==> config.mk <==
export PLATFORM = sky130hd
export DESIGN_NAME = gyro_rate_biquad_integrator_flat
export DESIGN_NICKNAME = d
export VERILOG_FILES = /design/src/sv/grbi_pkg.sv /design/src/sv/grbi_in_if.sv /design/src/sv/grbi_out_if.sv /design/src/sv/gyro_rate_biquad_integrator.sv /design/src/sv/grbi_div.sv /design/src/sv/grbi_dp.sv /design/src/sv/grbi_ctrl.sv /design/src/flat_wrapper.sv
export SDC_FILE = /design/constraint.sdc
export NUM_CORES = 2
export LEC_CHECK = 0
export ABC_AREA = 1
export BUFFER_PORTS_ARGS = -buffer_cell sky130_fd_sc_hd__clkbuf_2
export CELL_PAD_IN_SITES_DETAIL_PLACEMENT = 1
export CELL_PAD_IN_SITES_GLOBAL_PLACEMENT = 1
export CORE_UTILIZATION = 54
export DETAILED_ROUTE_END_ITERATION = 16
export PLACE_DENSITY_LB_ADDON = 0.1
export SLEW_MARGIN = 20
export SYNTH_ARGS = -nofsm -noshare
export SYNTH_HDL_FRONTEND = slang
export SYNTH_SLANG_ARGS = --single-unit
==> constraint.sdc <==
create_clock -name clk -period 16.24 [get_ports clk]
set_input_delay 4.06 -clock clk [delete_from_list [all_inputs] [get_ports clk]]
set_output_delay 4.06 -clock clk [all_outputs]
set_load 0.01 [all_outputs]
==> src/sv/grbi_pkg.sv <==
`timescale 1ns / 1ps
// Package for the gyro rate biquad integrator.
// Holds widths, register indexes, controller types and the Q29 saturation helper.
package grbi_pkg;

	localparam int CAL_SAMPLES = 1000;
	localparam int SAMPLE_W    = 16;

	localparam int RAW_W       = 16;
	localparam int SCALE_W     = 16;
	localparam int COEF_W      = 19;
	localparam int TSTEP_W     = 24;
	localparam int RATE_W      = 29;
	localparam int HEAD_W      = 32;
	localparam int CAL_SUM_W   = 40;
	localparam int CAL_CNT_W   = 10;
	localparam int DIV_SLICE_W = 13;
	localparam int DIV_SLICES  = 4;
	localparam int DIV_CNT_W   = $clog2(DIV_SLICES);
	localparam int DIV_K       = CAL_SUM_W + CAL_CNT_W;
	localparam int DIV_SHIFT   = DIV_K - (DIV_SLICES - 1) * DIV_SLICE_W;
	localparam int DIV_ACC_W   = CAL_SUM_W + DIV_SLICE_W + 1;
	localparam int DIV_RCP_W   = DIV_SLICES * DIV_SLICE_W;
	localparam int MUL_A_W     = 29;
	localparam int MUL_B_W     = 25;
	localparam int MUL_P_W     = MUL_A_W + MUL_B_W;
	localparam int ACC_W       = 36;
	localparam int MAC_TAPS    = 5;
	localparam int TAP_W       = 3;
	localparam int CFG_IDX_W   = 3;
	localparam int CFG_DATA_W  = 24;

	// ceil(2^DIV_K / CAL_SAMPLES): exact truncated quotient for any 40-bit magnitude
	localparam logic [DIV_RCP_W-1:0] DIV_RECIP = DIV_RCP_W'(((64'd1 << DIV_K)
		+ 64'(CAL_SAMPLES) - 64'd1) / 64'(CAL_SAMPLES));

	localparam logic [CFG_IDX_W-1:0] REG_SCALE = 3'd0;
	localparam logic [CFG_IDX_W-1:0] REG_B0    = 3'd1;
	localparam logic [CFG_IDX_W-1:0] REG_B1    = 3'd2;
	localparam logic [CFG_IDX_W-1:0] REG_B2    = 3'd3;
	localparam logic [CFG_IDX_W-1:0] REG_A1    = 3'd4;
	localparam logic [CFG_IDX_W-1:0] REG_A2    = 3'd5;
	localparam logic [CFG_IDX_W-1:0] REG_TSTEP = 3'd6;

	localparam logic [SCALE_W-1:0]        SCALE_RST = 16'd3996;
	localparam logic signed [COEF_W-1:0]  B0_RST    = 19'sd65536;
	localparam logic [TSTEP_W-1:0]        TSTEP_RST = 24'd16777;

	localparam logic signed [RATE_W-1:0] Q29_MAX = 29'sh0FFF_FFFF;
	localparam logic signed [RATE_W-1:0] Q29_MIN = 29'sh1000_0000;
	localparam logic signed [HEAD_W-1:0] Q32_MAX = 32'sh7FFF_FFFF;
	localparam logic signed [HEAD_W-1:0] Q32_MIN = 32'sh8000_0000;

	typedef enum logic [3:0] {
		S_IDLE,
		S_SCALE,
		S_PREP,
		S_DIV,
		S_DIVEND,
		S_MAC,
		S_MACEND,
		S_YSAT,
		S_YAWMUL,
		S_YAW,
		S_OUT
	} st_t;

	typedef enum logic [2:0] {
		MS_SCALE,
		MS_B0,
		MS_B1,
		MS_B2,
		MS_A1,
		MS_A2,
		MS_TSTEP
	} mul_sel_t;

	typedef struct packed {
		logic     ld_in;
		logic     mul_en;
		mul_sel_t mul_sel;
		logic     prep;
		logic     cal_end;
		logic     acc_clr;
		logic     acc_add;
		logic     ld_y;
		logic     yaw_upd;
		logic     load_out;
	} cmd_t;

	typedef struct packed {
		logic mode;
		logic cal_hit;
		logic div_done;
		logic out_busy;
	} stat_t;

	function automatic logic signed [RATE_W-1:0] sat_q29(input logic signed [40:0] v);
		logic signed [RATE_W-1:0] r;
		if (v > 41'(Q29_MAX))
			r = Q29_MAX;
		else if (v < 41'(Q29_MIN))
			r = Q29_MIN;
		else
			r = v[RATE_W-1:0];
		return r;
	endfunction

endpackage

==> src/sv/grbi_in_if.sv <==
`timescale 1ns / 1ps
// Input channel: one gyro sample word with its mode bit.
// Uses grbi_pkg for field widths.
interface grbi_in_if;
	import grbi_pkg::*;

	logic                     valid;
	logic                     ready;
	logic                     mode;
	logic signed [RAW_W-1:0]  raw_rate;

	modport source (output valid, output mode, output raw_rate, input ready);
	modport sink   (input valid, input mode, input raw_rate, output ready);
endinterface

==> src/sv/grbi_out_if.sv <==
`timescale 1ns / 1ps
// Output channel: filtered rate, heading and calibration flag per word.
// Uses grbi_pkg for field widths.
interface grbi_out_if;
	import grbi_pkg::*;

	logic                      valid;
	logic                      ready;
	logic signed [RATE_W-1:0]  filtered_rate;
	logic signed [HEAD_W-1:0]  heading;
	logic                      cal_done;

	modport source (output valid, output filtered_rate, output heading, output cal_done,
		input ready);
	modport sink   (input valid, input filtered_rate, input heading, input cal_done,
		output ready);
endinterface

==> src/sv/gyro_rate_biquad_integrator.sv <==
`timescale 1ns / 1ps
// Top level of the gyro rate biquad integrator: controller plus datapath.
// Depends on grbi_pkg, grbi_in_if, grbi_out_if, grbi_ctrl and grbi_dp.
//
//  channel  dir  fields                                  handshake
//  sample   in   mode, raw_rate                          valid/ready
//  result   out  filtered_rate, heading, cal_done        valid/ready
//  cfg      in   cfg_index, cfg_data                     cfg_we, no wait
//
// A sample is taken only in the idle state, once the last result is loaded into
// the output register; one shared 29x25 multiplier runs scaling, five filter
// taps and the yaw product in turn.
// The word that completes calibration waits for the divider, the offset coming
// from a reciprocal product in four 13-bit slices.
// Reset asynchronously clears config, filter and yaw state; no clearing pass needed.
// A pending result word holds in the output register while the next sample is
// taken; the sequence stalls only when it must write a new result over it.
module gyro_rate_biquad_integrator import grbi_pkg::*; (
	input  logic                   clk,
	input  logic                   arst_n,
	input  logic                   cfg_we,
	input  logic [CFG_IDX_W-1:0]   cfg_index,
	input  logic [CFG_DATA_W-1:0]  cfg_data,
	grbi_in_if.sink                sample,
	grbi_out_if.source             result
);

	cmd_t  cmd;
	stat_t stat;

	grbi_ctrl u_ctrl (
		.clk      (clk),
		.arst_n   (arst_n),
		.in_valid (sample.valid),
		.in_ready (sample.ready),
		.stat     (stat),
		.cmd      (cmd)
	);

	grbi_dp u_dp (
		.clk       (clk),
		.arst_n    (arst_n),
		.cfg_we    (cfg_we),
		.cfg_index (cfg_index),
		.cfg_data  (cfg_data),
		.in_mode   (sample.mode),
		.in_raw    (sample.raw_rate),
		.cmd       (cmd),
		.stat      (stat),
		.out_ready (result.ready),
		.out_valid (result.valid),
		.out_rate  (result.filtered_rate),
		.out_head  (result.heading),
		.out_done  (result.cal_done)
	);

endmodule

==> src/sv/grbi_div.sv <==
`timescale 1ns / 1ps
// Division of the calibration sum by CAL_SAMPLES through a reciprocal product,
// one 13-bit slice of the reciprocal a cycle. Depends on grbi_pkg; rounds toward zero.
module grbi_div import grbi_pkg::*; (
	input  logic                         clk,
	input  logic                         arst_n,
	input  logic                         start,
	input  logic signed [CAL_SUM_W-1:0]  dividend,
	output logic                         done,
	output logic signed [RATE_W-1:0]     quot
);

	logic                    busy_q;
	logic                    done_q;
	logic                    neg_q;
	logic [DIV_CNT_W-1:0]    cnt_q;
	logic [CAL_SUM_W-1:0]    mag_q;
	logic [DIV_ACC_W-1:0]    acc_q;
	logic [DIV_SLICE_W-1:0]  slice;
	logic [DIV_ACC_W-1:0]    part;
	logic [DIV_ACC_W-1:0]    carry_in;
	logic [CAL_SUM_W-1:0]    mag;
	logic [CAL_SUM_W-1:0]    mag_quot;
	logic signed [40:0]      signed_q;

	assign mag = dividend[CAL_SUM_W-1] ? (~dividend + 1'b1) : dividend;

	always_comb begin
		slice = '0;
		for (int i = 0; i < DIV_SLICES; i++)
			if (cnt_q == DIV_CNT_W'(i))
				slice = DIV_RECIP[i*DIV_SLICE_W +: DIV_SLICE_W];
	end

	// drop the low slice bits of the running sum before adding the next partial product
	assign part     = DIV_ACC_W'(mag_q) * DIV_ACC_W'(slice);
	assign carry_in = (cnt_q == '0) ? '0 : (acc_q >> DIV_SLICE_W);

	always_ff @(posedge clk or negedge arst_n) begin
		if (!arst_n) begin
			busy_q <= 1'b0;
			done_q <= 1'b0;
			cnt_q  <= '0;
		end else begin
			done_q <= 1'b0;
			if (start) begin
				busy_q <= 1'b1;
				cnt_q  <= '0;
			end else if (busy_q) begin
				cnt_q <= cnt_q + 1'b1;
				if (cnt_q == DIV_CNT_W'(DIV_SLICES - 1)) begin
					busy_q <= 1'b0;
					done_q <= 1'b1;
				end
			end
		end
	end

	always_ff @(posedge clk) begin
		if (start) begin
			neg_q <= dividend[CAL_SUM_W-1];
			mag_q <= mag;
		end else if (busy_q) begin
			acc_q <= carry_in + part;
		end
	end

	assign mag_quot = acc_q[DIV_SHIFT +: CAL_SUM_W];
	assign signed_q = neg_q ? -41'({1'b0, mag_quot}) : 41'({1'b0, mag_quot});
	assign quot     = sat_q29(signed_q);
	assign done     = done_q;

endmodule

==> src/sv/grbi_dp.sv <==
`timescale 1ns / 1ps
// Datapath: config registers, shared multiplier, accumulator, filter and yaw state.
// Depends on grbi_pkg and grbi_div; driven by grbi_ctrl commands.
module grbi_dp import grbi_pkg::*; (
	input  logic                          clk,
	input  logic                          arst_n,
	input  logic                          cfg_we,
	input  logic [CFG_IDX_W-1:0]          cfg_index,
	input  logic [CFG_DATA_W-1:0]         cfg_data,
	input  logic                          in_mode,
	input  logic signed [RAW_W-1:0]       in_raw,
	input  cmd_t                          cmd,
	output stat_t                         stat,
	input  logic                          out_ready,
	output logic                          out_valid,
	output logic signed [RATE_W-1:0]      out_rate,
	output logic signed [HEAD_W-1:0]      out_head,
	output logic                          out_done
);

	logic [SCALE_W-1:0]         scale_q;
	logic signed [COEF_W-1:0]   b0_q, b1_q, b2_q, a1_q, a2_q;
	logic [TSTEP_W-1:0]         tstep_q;

	logic                       mode_q;
	logic [RAW_W-1:0]           sample_q;
	logic signed [MUL_P_W-1:0]  prod_q;
	logic signed [ACC_W-1:0]    acc_q;
	logic signed [RATE_W-1:0]   x_q;
	logic signed [RATE_W-1:0]   y_q;
	logic signed [RATE_W-1:0]   in_hist_q [2];
	logic signed [RATE_W-1:0]   out_hist_q [2];
	logic signed [RATE_W-1:0]   offset_q;
	logic signed [CAL_SUM_W-1:0] cal_sum_q;
	logic [CAL_CNT_W-1:0]       cal_count_q;
	logic signed [HEAD_W-1:0]   yaw_q;
	logic                       done_q;
	logic                       out_vld_q;
	logic signed [RATE_W-1:0]   out_rate_q;
	logic signed [HEAD_W-1:0]   out_head_q;
	logic                       out_done_q;

	logic signed [MUL_A_W-1:0]  mul_a;
	logic signed [MUL_B_W-1:0]  mul_b;
	logic signed [MUL_P_W-1:0]  mul_p;
	logic signed [RATE_W-1:0]   sample_ext;
	logic signed [RATE_W-1:0]   scaled;
	logic signed [RATE_W:0]     diff;
	logic signed [ACC_W-1:0]    term;
	logic signed [RATE_W:0]     yaw_inc;
	logic signed [HEAD_W:0]     yaw_sum;
	logic signed [HEAD_W-1:0]   yaw_sat;
	logic signed [CAL_SUM_W-1:0] new_sum;
	logic [CAL_CNT_W-1:0]       cnt_next;
	logic                       cal_hit;
	logic                       div_start;
	logic                       div_done;
	logic signed [RATE_W-1:0]   div_quot;
	logic signed [RATE_W-1:0]   y_next;

	assign sample_ext = RATE_W'(signed'(sample_q[SAMPLE_W-1:0]));

	always_comb begin
		mul_a = '0;
		mul_b = '0;
		case (cmd.mul_sel)
			MS_SCALE: begin
				mul_a = sample_ext;
				mul_b = MUL_B_W'({1'b0, scale_q});
			end
			MS_B0: begin
				mul_a = x_q;
				mul_b = MUL_B_W'(b0_q);
			end
			MS_B1: begin
				mul_a = in_hist_q[0];
				mul_b = MUL_B_W'(b1_q);
			end
			MS_B2: begin
				mul_a = in_hist_q[1];
				mul_b = MUL_B_W'(b2_q);
			end
			MS_A1: begin
				mul_a = out_hist_q[0];
				mul_b = MUL_B_W'(a1_q);
			end
			MS_A2: begin
				mul_a = out_hist_q[1];
				mul_b = MUL_B_W'(a2_q);
			end
			MS_TSTEP: begin
				mul_a = y_q;
				mul_b = MUL_B_W'({1'b0, tstep_q});
			end
			default: begin
				mul_a = '0;
				mul_b = '0;
			end
		endcase
	end

	assign mul_p    = mul_a * mul_b;
	assign scaled   = sat_q29(41'(signed'(prod_q[32:0])));
	assign diff     = (RATE_W+1)'(scaled) - (RATE_W+1)'(offset_q);
	assign term     = signed'(prod_q[ACC_W+15:16]);
	assign yaw_inc  = signed'(prod_q[MUL_P_W-1:24]);
	assign yaw_sum  = (HEAD_W+1)'(yaw_q) + (HEAD_W+1)'(yaw_inc);
	assign yaw_sat  = (yaw_sum > (HEAD_W+1)'(Q32_MAX)) ? Q32_MAX :
		(yaw_sum < (HEAD_W+1)'(Q32_MIN)) ? Q32_MIN : yaw_sum[HEAD_W-1:0];
	assign new_sum  = cal_sum_q + CAL_SUM_W'(scaled);
	assign cnt_next = cal_count_q + 1'b1;
	assign cal_hit  = cnt_next >= CAL_CNT_W'(CAL_SAMPLES);
	assign div_start = cmd.prep && !mode_q && cal_hit;
	assign y_next   = sat_q29(41'(acc_q));

	grbi_div u_div (
		.clk      (clk),
		.arst_n   (arst_n),
		.start    (div_start),
		.dividend (new_sum),
		.done     (div_done),
		.quot     (div_quot)
	);

	always_ff @(posedge clk or negedge arst_n) begin
		if (!arst_n) begin
			scale_q       <= SCALE_RST;
			b0_q          <= B0_RST;
			b1_q          <= '0;
			b2_q          <= '0;
			a1_q          <= '0;
			a2_q          <= '0;
			tstep_q       <= TSTEP_RST;
			cal_sum_q     <= '0;
			cal_count_q   <= '0;
			offset_q      <= '0;
			in_hist_q[0]  <= '0;
			in_hist_q[1]  <= '0;
			out_hist_q[0] <= '0;
			out_hist_q[1] <= '0;
			yaw_q         <= '0;
			done_q        <= 1'b0;
			out_vld_q     <= 1'b0;
		end else begin
			if (cfg_we) begin
				unique case (cfg_index)
					REG_SCALE: scale_q <= cfg_data[SCALE_W-1:0];
					REG_B0:    b0_q    <= signed'(cfg_data[COEF_W-1:0]);
					REG_B1:    b1_q    <= signed'(cfg_data[COEF_W-1:0]);
					REG_B2:    b2_q    <= signed'(cfg_data[COEF_W-1:0]);
					REG_A1:    a1_q    <= signed'(cfg_data[COEF_W-1:0]);
					REG_A2:    a2_q    <= signed'(cfg_data[COEF_W-1:0]);
					REG_TSTEP: tstep_q <= cfg_data[TSTEP_W-1:0];
					default: ;
				endcase
			end
			if (cmd.ld_in)
				done_q <= 1'b0;
			if (cmd.prep && !mode_q) begin
				cal_sum_q   <= cal_hit ? '0 : new_sum;
				cal_count_q <= cal_hit ? '0 : cnt_next;
			end
			if (cmd.cal_end) begin
				offset_q      <= div_quot;
				in_hist_q[0]  <= '0;
				in_hist_q[1]  <= '0;
				out_hist_q[0] <= '0;
				out_hist_q[1] <= '0;
				done_q        <= 1'b1;
			end
			if (cmd.ld_y) begin
				in_hist_q[1]  <= in_hist_q[0];
				in_hist_q[0]  <= x_q;
				out_hist_q[1] <= out_hist_q[0];
				out_hist_q[0] <= y_next;
			end
			if (cmd.yaw_upd)
				yaw_q <= yaw_sat;
			if (cmd.load_out)
				out_vld_q <= 1'b1;
			else if (out_ready)
				out_vld_q <= 1'b0;
		end
	end

	always_ff @(posedge clk) begin
		if (cmd.ld_in) begin
			mode_q   <= in_mode;
			sample_q <= in_raw;
		end
		if (cmd.mul_en)
			prod_q <= mul_p;
		if (cmd.prep)
			x_q <= sat_q29(41'(diff));
		if (cmd.acc_clr)
			acc_q <= '0;
		else if (cmd.acc_add)
			acc_q <= acc_q + term;
		if (cmd.ld_y)
			y_q <= y_next;
		if (cmd.load_out) begin
			out_rate_q <= mode_q ? y_q : '0;
			out_head_q <= yaw_q;
			out_done_q <= done_q;
		end
	end

	assign stat.mode     = mode_q;
	assign stat.cal_hit  = cal_hit;
	assign stat.div_done = div_done;
	assign stat.out_busy = out_vld_q && !out_ready;

	assign out_valid = out_vld_q;
	assign out_rate  = out_rate_q;
	assign out_head  = out_head_q;
	assign out_done  = out_done_q;

	a_no_overwrite: assert property (@(posedge clk) disable iff (!arst_n)
		cmd.load_out |-> !(out_vld_q && !out_ready))
		else $error("result word overwritten while pending");

	a_hist_clear: assert property (@(posedge clk) disable iff (!arst_n)
		cmd.cal_end |=> (in_hist_q[0] == '0 && in_hist_q[1] == '0 &&
			out_hist_q[0] == '0 && out_hist_q[1] == '0))
		else $error("filter history not cleared after calibration");

	a_count_range: assert property (@(posedge clk) disable iff (!arst_n)
		cal_count_q < CAL_CNT_W'(CAL_SAMPLES))
		else $error("calibration count out of range");

	a_div_latency: assert property (@(posedge clk) disable iff (!arst_n)
		div_start |=> !div_done)
		else $error("divider finished too early");

endmodule

==> src/sv/grbi_ctrl.sv <==
`timescale 1ns / 1ps
// Controller: sequences one sample through scaling, then calibration or filter and yaw.
// Depends on grbi_pkg; drives grbi_dp through cmd_t, reads stat_t.
module grbi_ctrl import grbi_pkg::*; (
	input  logic   clk,
	input  logic   arst_n,
	input  logic   in_valid,
	output logic   in_ready,
	input  stat_t  stat,
	output cmd_t   cmd
);

	st_t             state_q, state_d;
	logic [TAP_W-1:0] tap_q, tap_d;

	always_ff @(posedge clk or negedge arst_n) begin
		if (!arst_n) begin
			state_q <= S_IDLE;
			tap_q   <= '0;
		end else begin
			state_q <= state_d;
			tap_q   <= tap_d;
		end
	end

	always_comb begin
		state_d  = state_q;
		tap_d    = tap_q;
		in_ready = 1'b0;
		cmd      = '0;
		cmd.mul_sel = MS_SCALE;
		unique case (state_q)
			S_IDLE: begin
				in_ready = 1'b1;
				if (in_valid) begin
					cmd.ld_in = 1'b1;
					state_d   = S_SCALE;
				end
			end
			S_SCALE: begin
				cmd.mul_en  = 1'b1;
				cmd.mul_sel = MS_SCALE;
				state_d     = S_PREP;
			end
			S_PREP: begin
				cmd.prep = 1'b1;
				tap_d    = '0;
				if (stat.mode)
					state_d = S_MAC;
				else if (stat.cal_hit)
					state_d = S_DIV;
				else
					state_d = S_OUT;
			end
			S_DIV: begin
				if (stat.div_done)
					state_d = S_DIVEND;
			end
			S_DIVEND: begin
				cmd.cal_end = 1'b1;
				state_d     = S_OUT;
			end
			S_MAC: begin
				cmd.mul_en = 1'b1;
				unique case (tap_q)
					3'd0:    cmd.mul_sel = MS_B0;
					3'd1:    cmd.mul_sel = MS_B1;
					3'd2:    cmd.mul_sel = MS_B2;
					3'd3:    cmd.mul_sel = MS_A1;
					default: cmd.mul_sel = MS_A2;
				endcase
				if (tap_q == '0)
					cmd.acc_clr = 1'b1;
				else
					cmd.acc_add = 1'b1;
				tap_d = tap_q + 1'b1;
				if (tap_q == TAP_W'(MAC_TAPS - 1))
					state_d = S_MACEND;
			end
			S_MACEND: begin
				cmd.acc_add = 1'b1;
				state_d     = S_YSAT;
			end
			S_YSAT: begin
				cmd.ld_y = 1'b1;
				state_d  = S_YAWMUL;
			end
			S_YAWMUL: begin
				cmd.mul_en  = 1'b1;
				cmd.mul_sel = MS_TSTEP;
				state_d     = S_YAW;
			end
			S_YAW: begin
				cmd.yaw_upd = 1'b1;
				state_d     = S_OUT;
			end
			S_OUT: begin
				if (!stat.out_busy) begin
					cmd.load_out = 1'b1;
					state_d      = S_IDLE;
				end
			end
			default: state_d = S_IDLE;
		endcase
	end

	a_mac_taps: assert property (@(posedge clk) disable iff (!arst_n)
		(state_q == S_MAC) |-> (tap_q < TAP_W'(MAC_TAPS)))
		else $error("filter tap counter out of range");

	a_div_wait: assert property (@(posedge clk) disable iff (!arst_n)
		(state_q == S_PREP && !stat.mode && stat.cal_hit) |=> (state_q == S_DIV))
		else $error("completed calibration did not start the divider");

	a_accept_idle: assert property (@(posedge clk) disable iff (!arst_n)
		cmd.ld_in |=> (state_q == S_SCALE))
		else $error("accepted word did not start the sequence");

endmodule
==> src/flat_wrapper.sv <==
// flat-port wrapper written by rule: the top's interface ports become plain ports
module gyro_rate_biquad_integrator_flat import grbi_pkg::*;
  (clk, arst_n, cfg_we, cfg_index, cfg_data, sample_valid, sample_mode, sample_raw_rate, sample_ready, result_valid, result_filtered_rate, result_heading, result_cal_done, result_ready);
  grbi_in_if sample_i ();
  grbi_out_if result_i ();
  input  logic clk;
  input  logic arst_n;
  input  logic cfg_we;
  input  logic [CFG_IDX_W-1:0] cfg_index;
  input  logic [CFG_DATA_W-1:0] cfg_data;
  input wire logic [$bits(sample_i.valid)-1:0] sample_valid;
  input wire logic [$bits(sample_i.mode)-1:0] sample_mode;
  input wire logic [$bits(sample_i.raw_rate)-1:0] sample_raw_rate;
  output wire logic [$bits(sample_i.ready)-1:0] sample_ready;
  output wire logic [$bits(result_i.valid)-1:0] result_valid;
  output wire logic [$bits(result_i.filtered_rate)-1:0] result_filtered_rate;
  output wire logic [$bits(result_i.heading)-1:0] result_heading;
  output wire logic [$bits(result_i.cal_done)-1:0] result_cal_done;
  input wire logic [$bits(result_i.ready)-1:0] result_ready;
  assign sample_i.valid = sample_valid;
  assign sample_i.mode = sample_mode;
  assign sample_i.raw_rate = sample_raw_rate;
  assign sample_ready = sample_i.ready;
  assign result_valid = result_i.valid;
  assign result_filtered_rate = result_i.filtered_rate;
  assign result_heading = result_i.heading;
  assign result_cal_done = result_i.cal_done;
  assign result_i.ready = result_ready;
  gyro_rate_biquad_integrator u_core (.clk(clk), .arst_n(arst_n), .cfg_we(cfg_we), .cfg_index(cfg_index), .cfg_data(cfg_data), .sample(sample_i), .result(result_i));
endmodule
==> impl_results.md <==
* Status: finished, final reports clean
* Detailed Route Iter0 Violations at about 5700
* CP max FO at 32
* Fmax at around 0.091 GHz
* Ys flop type: dfrtp_1
* CTS tree: built
* Residual DRC at 0
* Vias in the first global route at 73400
* Syn Nets at roughly 11000
* Final setup viols at 0
* Slowest cell on crit path: o31ai_1
* Placement Setup Slack at 5.56 ns
* Commonest non-fill, non-tap cell in the layout: inv_1
* Clk_lat worst skew at 0.74 ns
* Worst path most repeated cell: inv_1
* DIE HEIGHT at between 300 and 400 µm
* Nets at ~11000
* Clock Pin Slew Worst Setup and Hold Paths at 0.06 ns
* N_diodes at 0
* Worst endpoint required time at 16.66 ns
* Synth cell types at 71
* Hold EP: u_core.u_dp.offset_q[3]
* Area Overhead vs Synth at 6.43%
* Worst reg2reg path startpoint: u_core.u_ctrl.tap_q[0]
* # rows at 140
* Most frequent cells in the layout: inv_1 (2353), nand2_1 (2064), fa_1 (1130)
* Post-CTS Hold Buffers at 0
* Reg2reg end: u_core.u_dp.prod_q[28]
* FF+latch count, synth at 686
* Hold Path Class: reg2reg
* Largest net degree at the start of global routing at about 110
* Setup CP Type: reg2reg
* FF-to-FF setup slack at about 5.2 ns
* Maxcap violations at 0
* Layout cells sized above 1 at 0.0547
* DP HPWL at ~230 mm
* Asr flop ratio synth at 0.547
* Core area at 146000 µm²
* Final critical-path share of the clock period at 0.679
* Cts repair resizes at 0
* Total gr overflow at 0
* Total number of vias at around 67000
* Wire per inst at ~24 µm
* Fin Setup TNS at 0 ns
* Hold Path Cell Cnt at 2
* Clock Root Buffer: clkbuf_16
* Initial core utilization at 0.547
* Final min period at between 10 and 15 ns
* TritonCTS Sinks at about 690
* CTS H-tree lvls at 3
* Slew Limit Fails at 0
* Postcts setup bufs at 0
* Routed wire length at 283 mm
* Final hold vios at 0
* WP data arrival at around 11 ns
* Worst reg2reg path depth at 35
* Startpoint Class: flop
* Crit end category: flop
* Post-Synthesis Cell Area at 80000 µm²
* Total CTS buffers at 80
* Hold Path Origin: u_core.u_dp.offset_q[3]
* EDFF count, synth at about 280
* Vias per cell at between 5 and 6
* Fin util at 0.582
* Longest Clk Path Bufs at 3
* Slew headroom at 0.142
* First-pass GRT wire length at between 400 and 500 mm
* Die area at 150000 µm²
* Ports at between 100 and 150
* Synthesized instance count at between 9000 and 10000
* Overall routing resource usage at 0.385
* Initial antenna violation count at 17
* Post-DRT Antenna Nets at 0
* Final Worst Setup Slack at 5.22 ns
* RePlAce Congestion at between 0.9 and 1
* Ys Warns at 0
* First-pass DRT Iterations at 6
* Avg Cell Area, Syn at slightly above 8 µm²
* Input/output buffers at about 110
* Filler Cell Count at about 18000
* Die Width at ~390 µm
* RSZ-0062 raised after global routing: no
* Sequential element share of the synthesized area at 0.230
* Layout Skew at between 0.09 and 0.1 ns
* Worst-Margin Slew at 1.29 ns
* Slowest cell delay on critical path at 1.00 ns
## how the worst max path moves through the flow
stage | startpoint | slack (ns) | depth (start not counted) | to
floorplan | u_core.u_ctrl.tap_q[0] | 8.01 | 38 | u_core.u_dp.prod_q[50]
global placement | u_core.u_ctrl.tap_q[0] | 5.85 | 33 | u_core.u_dp.prod_q[48]
detailed placement | u_core.u_ctrl.tap_q[0] | 5.56 | 33 | u_core.u_dp.prod_q[48]
CTS | u_core.u_ctrl.tap_q[0] | 5.51 | 33 | u_core.u_dp.prod_q[48]
global route | u_core.u_ctrl.tap_q[0] | 4.85 | 38 | u_core.u_dp.prod_q[50]
finish | u_core.u_ctrl.tap_q[0] | 5.22 | 35 | u_core.u_dp.prod_q[28]
## through the flow
step | cells | hold slack [ns] | instance area (µm²)
floorplan | 9722 | 0.419 | 80000
global placement | 11500 | 0.465 | 82300
detailed placement | 11500 | 0.467 | 82300
CTS | 11700 | 0.483 | 85200
global route | 11700 | 0.506 | 85200
finish | 11700 | 0.477 | 85200
## per-layer routing
| metal | track usage | vias up | routed length, µm |
|---|---|---|---|
| met4 | 0.127 | 16 | 10300 |
| met1 | 0.537 | 34600 | 120000 |
| met5 | 0 | - | 117 |
| met3 | 0.0834 | 566 | 25600 |
| li1 | - | 29400 | - |
| met2 | 0.596 | 2670 | 127000 |
## cells by family after synthesis
| kind of cell | count (synthesis) | synth area share |
|---|---|---|
| xor+xnor | 271 | 0.0297 |
| mux | 6 | 0.000828 |
| buf+inv | 2765 | 0.134 |
| compound gates | 1243 | 0.0906 |
| simple gates | 3133 | 0.156 |
| fa+ha+maj | 1618 | 0.359 |
| flops | 686 | 0.230 |
## synthesized netlist by cell type (15+ instances only)
| cell type | instances | area share |
|---|---|---|
| inv_1 | 2356 | 0.11 |
| nand2_1 | 2070 | 0.097 |
| fa_1 | 1131 | 0.28 |
| nor2_1 | 699 | 0.033 |
| o21ai_0 | 498 | 0.031 |
| ha_1 | 487 | 0.076 |
| a21oi_1 | 374 | 0.023 |
| dfrtp_1 | 361 | 0.11 |
| edfxtp_1 | 275 | 0.10 |
| xor2_1 | 179 | 0.020 |
| nand3_1 | 170 | 0.011 |
| clkbuf_1 | 149 | 0.0070 |
| buf_2 | 108 | 0.0068 |
| inv_2 | 91 | 0.0043 |
| xnor2_1 | 91 | 0.010 |
| o22ai_1 | 80 | 0.0063 |
| nor3_1 | 63 | 0.0039 |
| nand4_1 | 60 | 0.0047 |
| buf_4 | 50 | 0.0047 |
| a31oi_1 | 40 | 0.0031 |
| o211ai_1 | 39 | 0.0037 |
| dfxtp_1 | 36 | 0.0090 |
| o21bai_1 | 26 | 0.0024 |
| a22oi_1 | 22 | 0.0021 |
| nor4_1 | 22 | 0.0017 |
| a22o_1 | 20 | 0.0022 |
| a221oi_1 | 19 | 0.0021 |
| o2111ai_2 | 18 | 0.0034 |
| o21a_1 | 15 | 0.0014 |
## layout make-up
type / count / area (µm²) / area share
flip-flops and latches: 686 / 18400 / 0.216
well taps: 1917 / 2400 / 0.0282
repair buffers: 211 / 1340 / 0.0158
clock buffers: 109 / 2250 / 0.0264
clock inverters: 40 / 564 / 0.00662
inverters: 2450 / 9200 / 0.108
multi-input cells: 6271 / 51100 / 0.599
## state kept, by name, indices dropped and copies added (netlist names), 24 cells and up
signal                   cells
u_core.u_dp.out_head        32
u_core.u_dp.acc_q           36
u_core.u_dp.x_q             29
u_core.u_dp.y_q             29
u_core.u_dp.tstep_q         24
u_core.u_dp.out_hist_q      58
u_core.u_dp.in_hist_q       58
u_core.u_dp.offset_q        29
u_core.u_dp.out_rate        29
u_core.u_dp.u_div.acc_q     43
u_core.u_dp.yaw_q           32
u_core.u_dp.u_div.mag_q     40
u_core.u_dp.cal_sum_q       40
u_core.u_dp.prod_q          54
## worst max-delay path: cells and delay by family, from the launching register on
kind / cells / cell delay (ns)
buf+inv: 12 / 1.81
compound gates: 4 / 1.63
xor+xnor: 1 / 0.35
simple gates: 9 / 2.72
fa+ha+maj: 9 / 3.77
flops: 1 / 0.43
Power is left out: the tool's default activity adds up to more than one toggle a clock period on the data nets, which glitch-free logic cannot reach.
